**config.mk**
```make
export PLATFORM = sky130hd
export DESIGN_NAME = vn3_mix
export DESIGN_NICKNAME = d
export VERILOG_FILES = /design/src/rtl/vn3_pkg.sv /design/src/rtl/vn3_mix.sv
export SDC_FILE = /design/constraint.sdc
export NUM_CORES = 2
export LEC_CHECK = 0
export BUFFER_PORTS_ARGS = -buffer_cell sky130_fd_sc_hd__buf_2
export CAP_MARGIN = 20
export CORE_AREA = 2 2 248 250
export CTS_CLUSTER_SIZE = 28
export DETAILED_ROUTE_END_ITERATION = 12
export DIE_AREA = 0 0 250 252
export GPL_TIMING_DRIVEN = 0
export HOLD_SLACK_MARGIN = 0.12
export PLACE_DENSITY = 0.82
export SLEW_MARGIN = 5
export SYNTH_ARGS = -nofsm -noshare
export SYNTH_HDL_FRONTEND = slang
export SYNTH_SLANG_ARGS = --single-unit
export TNS_END_PERCENT = 50
```
**constraint.sdc**
```tcl
create_clock -name clk -period 10.9 [get_ports clk]
set_input_delay 2.18 -clock clk [delete_from_list [all_inputs] [get_ports clk]]
set_output_delay 2.18 -clock clk [all_outputs]
set_load 0.01 [all_outputs]
```
**src/rtl/vn3_pkg.sv**
```systemverilog
// vn3_pkg: shared constants and types for the 3d value noise pipeline
// fixed point format, hash constants, stage count and inter-module structs
// no dependencies
`default_nettype none

package vn3_pkg;

	localparam int FRAC_BITS = 16;
	localparam int COORD_W   = 32;
	localparam int HASH_W    = 64;
	localparam int VAL_W     = 24;
	localparam int IN_W      = 3 * COORD_W + HASH_W;
	localparam int OUT_W     = VAL_W;
	localparam int PROD_W    = VAL_W + FRAC_BITS + 2;
	localparam int NSTAGE    = 12;

	localparam logic [HASH_W-1:0] HASH_K1 = 64'h9E3779B97F4A7C15;
	localparam logic [HASH_W-1:0] HASH_K2 = 64'hBF58476D1CE4E5B9;
	localparam logic [HASH_W-1:0] HASH_K3 = 64'h94D049BB133111EB;

	typedef struct packed {
		logic [FRAC_BITS-1:0] tx;
		logic [FRAC_BITS-1:0] ty;
		logic [FRAC_BITS-1:0] tz;
	} frac3_t;

	typedef struct packed {
		logic mul;
		logic add;
	} stage_en_t;

endpackage

`default_nettype wire

```
**src/rtl/vn3_mix.sv**
```systemverilog
// vn3_mix: final corner hash mix, multiply by the second constant and fold
// two register stages: 32x32 partial products, then sum and shift-xor
// depends on vn3_pkg
`default_nettype none

module vn3_mix import vn3_pkg::*; (
	input  wire logic              clk,
	input  wire stage_en_t         en,
	input  wire logic [HASH_W-1:0] h,
	output logic      [VAL_W-1:0]  value
);

	localparam logic [31:0] K_LO = HASH_K2[31:0];
	localparam logic [31:0] K_HI = HASH_K2[63:32];

	logic [HASH_W-1:0] ll_s1;
	logic [31:0]       lh_s1;
	logic [31:0]       hl_s1;
	logic [HASH_W-1:0] m;
	logic [HASH_W-1:0] f;

	always_ff @(posedge clk) begin
		if (en.mul) begin
			ll_s1 <= {32'b0, h[31:0]} * {32'b0, K_LO};
			lh_s1 <= h[31:0] * K_HI;
			hl_s1 <= h[63:32] * K_LO;
		end
	end

	always_comb begin
		m = ll_s1 + {lh_s1 + hl_s1, 32'b0};
		f = m ^ (m >> 27);
	end

	always_ff @(posedge clk) begin
		if (en.add) begin
			value <= f[HASH_W-1 -: VAL_W];
		end
	end

endmodule

`default_nettype wire

```
# Word level (Yosys, flattened, before mapping)
# Cells that the tools add are included.
[totals]
ff_bits = 149
out_inout_bits = 24
word_cells = 10
[classes]
addsub = 2
n_mul = 3
bitwise = 1
[op_table]
columns = ["cell", "n"]
rows = [
  ["61-bit by 64-bit adder with 64-bit output", 1],
  ["64-bit by 37-bit bitwise XOR with 64-bit output", 1],
  ["32-bit by 29-bit multiplier with 61-bit output (second input constant)", 1],
  ["32-bit adder", 1],
  ["32-bit by 29-bit multiplier with 32-bit output (second input constant)", 1],
  ["32-bit by 32-bit multiplier with 32-bit output (second input constant)", 1],
]

# Depth between registers and ports, before layout
[depth]
depth_word = 3
depth_mapped = 25
mapped_depth_nobuf = 25

# Worst setup path after synthesis
# OpenSTA, ideal clock, no wires.
[synth_path]
kind = "input -> register"
startpoint = "input h[0]"
endpoint = "register ll_s1[59] (data pin)"
t_arrival_ns = 8.359
required_ns = 10.642
setup_slack_ns = 2.284
path_stages = 23
path_cell_list = "fa_1 -> inv_1 -> fa_1 -> fa_1 -> fa_1 -> inv_1 -> fa_1 -> fa_1 -> fa_1 -> inv_1 -> fa_1 -> inv_1 -> ha_1 -> a211oi_1 -> o21ai_0 -> a211oi_1 -> and3_1 -> nor3_1 -> o31ai_1 -> o21ai_1 -> o21a_1 -> nor2_1 -> xnor2_1"
[synth_between]
elab_chain_cells = 1
[synth_lines]
columns = ["element", "line", "rtl"]
rows = [
  ["from (decl)", "vn3_mix.sv:9", "input wire logic [HASH_W-1:0] h,"],
  ["32-bit by 29-bit multiplier with 61-bit output", "vn3_mix.sv:24", "ll_s1 <= {32'b0, h[31:0]} * {32'b0, K_LO};"],
  ["to (signal assigned)", "vn3_mix.sv:24", ""],
  ["to (decl)", "vn3_mix.sv:16", "logic [HASH_W-1:0] ll_s1;"],
]
# No other way between the ends.
# A chain may end at the register's enable or synchronous reset.

# Worst setup path in the final report
[layout_path]
startpoint = "input h[5]"
endpoint = "register ll_s1[59] (data pin)"
# The elaborated chain is that of the path after synthesis.

==> impl_results.md <==
* F_max at approximately 93 MHz
* Gpl congestion at just over 1
* Remaining Overflow, GRT at 0
* Average size of a mapped cell at ~11 um^2
* Top Ports at 91
* Mapped Cells at 3696
* Kind of critical path: input pin to register
* Final Hold Viols at 0
* Slew HR at 42.1%
* Num rows at 90
* Initial antenna violation count at 1
* Crit start category: input pin
* DR vias at 26200
* Status: completed
* Slowest CP cell: fa_1
* WP depth at 24
* Routed wire length at just over 100000 um
* Drt wl/cell at 22.1 um
* Clock Skew at 11.8 ps
* Worst Path Buf+Inv at 5
* CTS buffer count at 17
* CP endpoint kind: register
* Post-CTS resize count at 0
* Area of the core at 60100 um^2
* EDFF count, synth at ~120
* CP most frequent cell: fa_1
* Clk pin slew, worst setup/hold paths at around 60 ps
* Synth warn at 0
* Most used DFF post-synth: edfxtp_1
* DRC at 0
* Share of layout cells above drive strength 1 at under 10%
* CTS H-tree lvls at 4
* DR iter-0 viols at a little over 2000
* Mapped cell area at 39000 um^2
* Clk buf depth at 2
* Hold WS at ~750 ps
* Critical-path maximum fanout at 11
* Largest net degree at the start of global routing at 66
* Drt pass-1 iters at 7
* Final worst-path cycle share at 98.2%
* Final min period at about 11000 ps
* Max-slew violation count at 0
* Crit path max-delay family: adder cells
* GRT Util Overall at between 30% and 40%
* Setup tns final at 0 ps
* Library cells used by synthesis at 60
* Hold WC Path Type: register to register
* Initial Utilization at 64.8%
* Clk_lat worst skew at around 440 ps
* Post-synth ARST share at 0%
* Clock root buffer master: clkbuf_16
* Max Cap Violations at 0
* Die ar. at approximately 63000 um^2
* Die height at between 200 and 300 um
* First-pass GRT wire length at about 160000 um
* Chip Width at around 250 um
* Fin util at between 60% and 70%
* Clk sinks at 117
* Slew @ Worst Pin at ~870 ps
* RSZ-0062 raised after global routing: no
* Number of port buffers at 90
* Worst EP arrival at 10880 ps
* Cells on worst reg2reg path at 22
* Layout area overhead at 5.12%
* Synth Net Count at roughly 5300
* Worst hold path cell count at 2
* CTS tree: built
* Postcts setup bufs at 0
* Setup violations, final at 0
* Seq/Total Area, Yosys at 9.02%
* FF+latch count, synth at approximately 120
* Antenna Violating Nets Remaining at 0
* CTS hold repair buffers at 0
* Crit path required time at roughly 11000 ps
* Nets at about 5400
* CP Cell Sequence: buf_2 > inv_1 > fa_1 > inv_1 > fa_1 > inv_1 > fa_1 > fa_1 > fa_1 > fa_1 > inv_1 > fa_1 > fa_1 > ha_1 > a211oi_1 > o21ai_0 > a211oi_1 > and3_1 > nor3_1 > o31ai_1 > o21ai_1 > o21a_1 > nor2_1 > xnor2_1
* Max incr delay on CP at a little under 800 ps
* Routed vias/inst at 5.69
* Post-DP HPWL at ~90000 um
* Vias in the first global route at between 20000 and 30000
==> registers in the layout, summed over array words and instances (netlist names) <==
register and cells:
ll_s1 29, value 24, hl_s1 32, lh_s1 32
==> cells in the mapped netlist, types with 4 or more instances <==
master    instances  area share (%)
inv_1          1203              12
fa_1            799              41
ha_1            773              25
xnor2_1         144             3.2
edfxtp_1        117             9.0
a21oi_1         103             1.3
nor2_1           96            0.92
a21o_1           59             1.1
o21ai_0          54            0.69
nand2_1          45            0.43
xor2_1           43            0.97
o21a_1           28            0.54
nor3_1           25            0.32
nand3_1          21            0.27
o21bai_1         20            0.39
a211oi_1         19            0.37
nor2b_1          16            0.26
nand4_1          11            0.18
a31oi_1           9            0.14
and3_1            9            0.14
nand2b_1          9            0.14
o211ai_1          8            0.15
or3_1             8            0.13
and2_1            7            0.11
o31a_1            6            0.13
a31o_2            5            0.11
a211o_1           4           0.090
o21ai_1           4           0.051
or2_2             4           0.064
==> cells by family after synthesis <==
family / synth area share [%]
AO/OA/AOI/OAI: 6.09
XOR/XNOR: 4.20
adder cells (fa/ha/maj): 65.9
buffers and inverters: 11.6
flip-flops: 9.02
multiplexers: 0.0514
AND/OR/NAND/NOR: 3.19
==> path summary, 6_finish.rpt <==
check                 start        end  slack (ps)
hold reg to reg   ll_s1[58]  value[18]         750
setup reg to reg   lh_s1[3]  value[23]        4970
hold / removal    ll_s1[58]  value[18]         750
setup / recovery       h[5]  ll_s1[59]         190
==> worst register-to-register path, cell delays in order, from the launching register on <==
cell      delay (ps)
edfxtp_1         400
ha_1             390
a21oi_1          160
nor2b_1           70
a311o_1          340
a31o_2           270
a31oi_1          580
o21bai_1         190
a21o_1           210
a21oi_1          300
o21bai_1         140
xor2_1           410
ha_1             280
nand3_1          110
nor2_1           150
nand2_1           90
a211oi_1         410
o31a_1           290
a311o_1          210
a31oi_1          140
nor3_2           290
nand2_1          100
xnor2_1          140
==> layout make-up <==
| class | count | area [um^2] |
|---|---|---|
| tap | 782 | 978 |
| antenna | 1 | 2.50 |
| timing repair buffer | 91 | 480 |
| sequential | 117 | 3510 |
| clock buffer | 17 | 425 |
| multi-input combinational | 2376 | 30900 |
| clock inverter | 15 | 108 |
| fill | 4508 | 19200 |
| inverter | 1203 | 4520 |
==> per-stage QoR <==
step,instance area [um^2],setup slack [ps],instances
after global placement,40400,77.4,4568
after CTS,41000,442,4601
after global routing,41000,46.1,4601
after detailed placement,40400,51.8,4569
after floorplan,39000,2280,3696
final,41000,195,4602
==> per-layer routing <==
layer	track usage, %	share of wire (%)
met1	46.5	41
met2	54.5	45
met3	7.59	9.2
met4	14.1	5.0
met5	0	0
==> cell usage in the layout, fill, tap and decap left out, drive strengths merged, types with 21 or more instances in the layout <==
master,instances
a21oi,105
nor3,26
xnor2,144
nand2,45
a21o,59
o21a,28
edfxtp,117
buf,91
fa,799
o21ai,58
xor2,43
nand3,21
ha,773
nor2,96
inv,1206
Power is left out: the tool's default activity adds up to more than one toggle a clock period on the data nets, which glitch-free logic cannot reach.
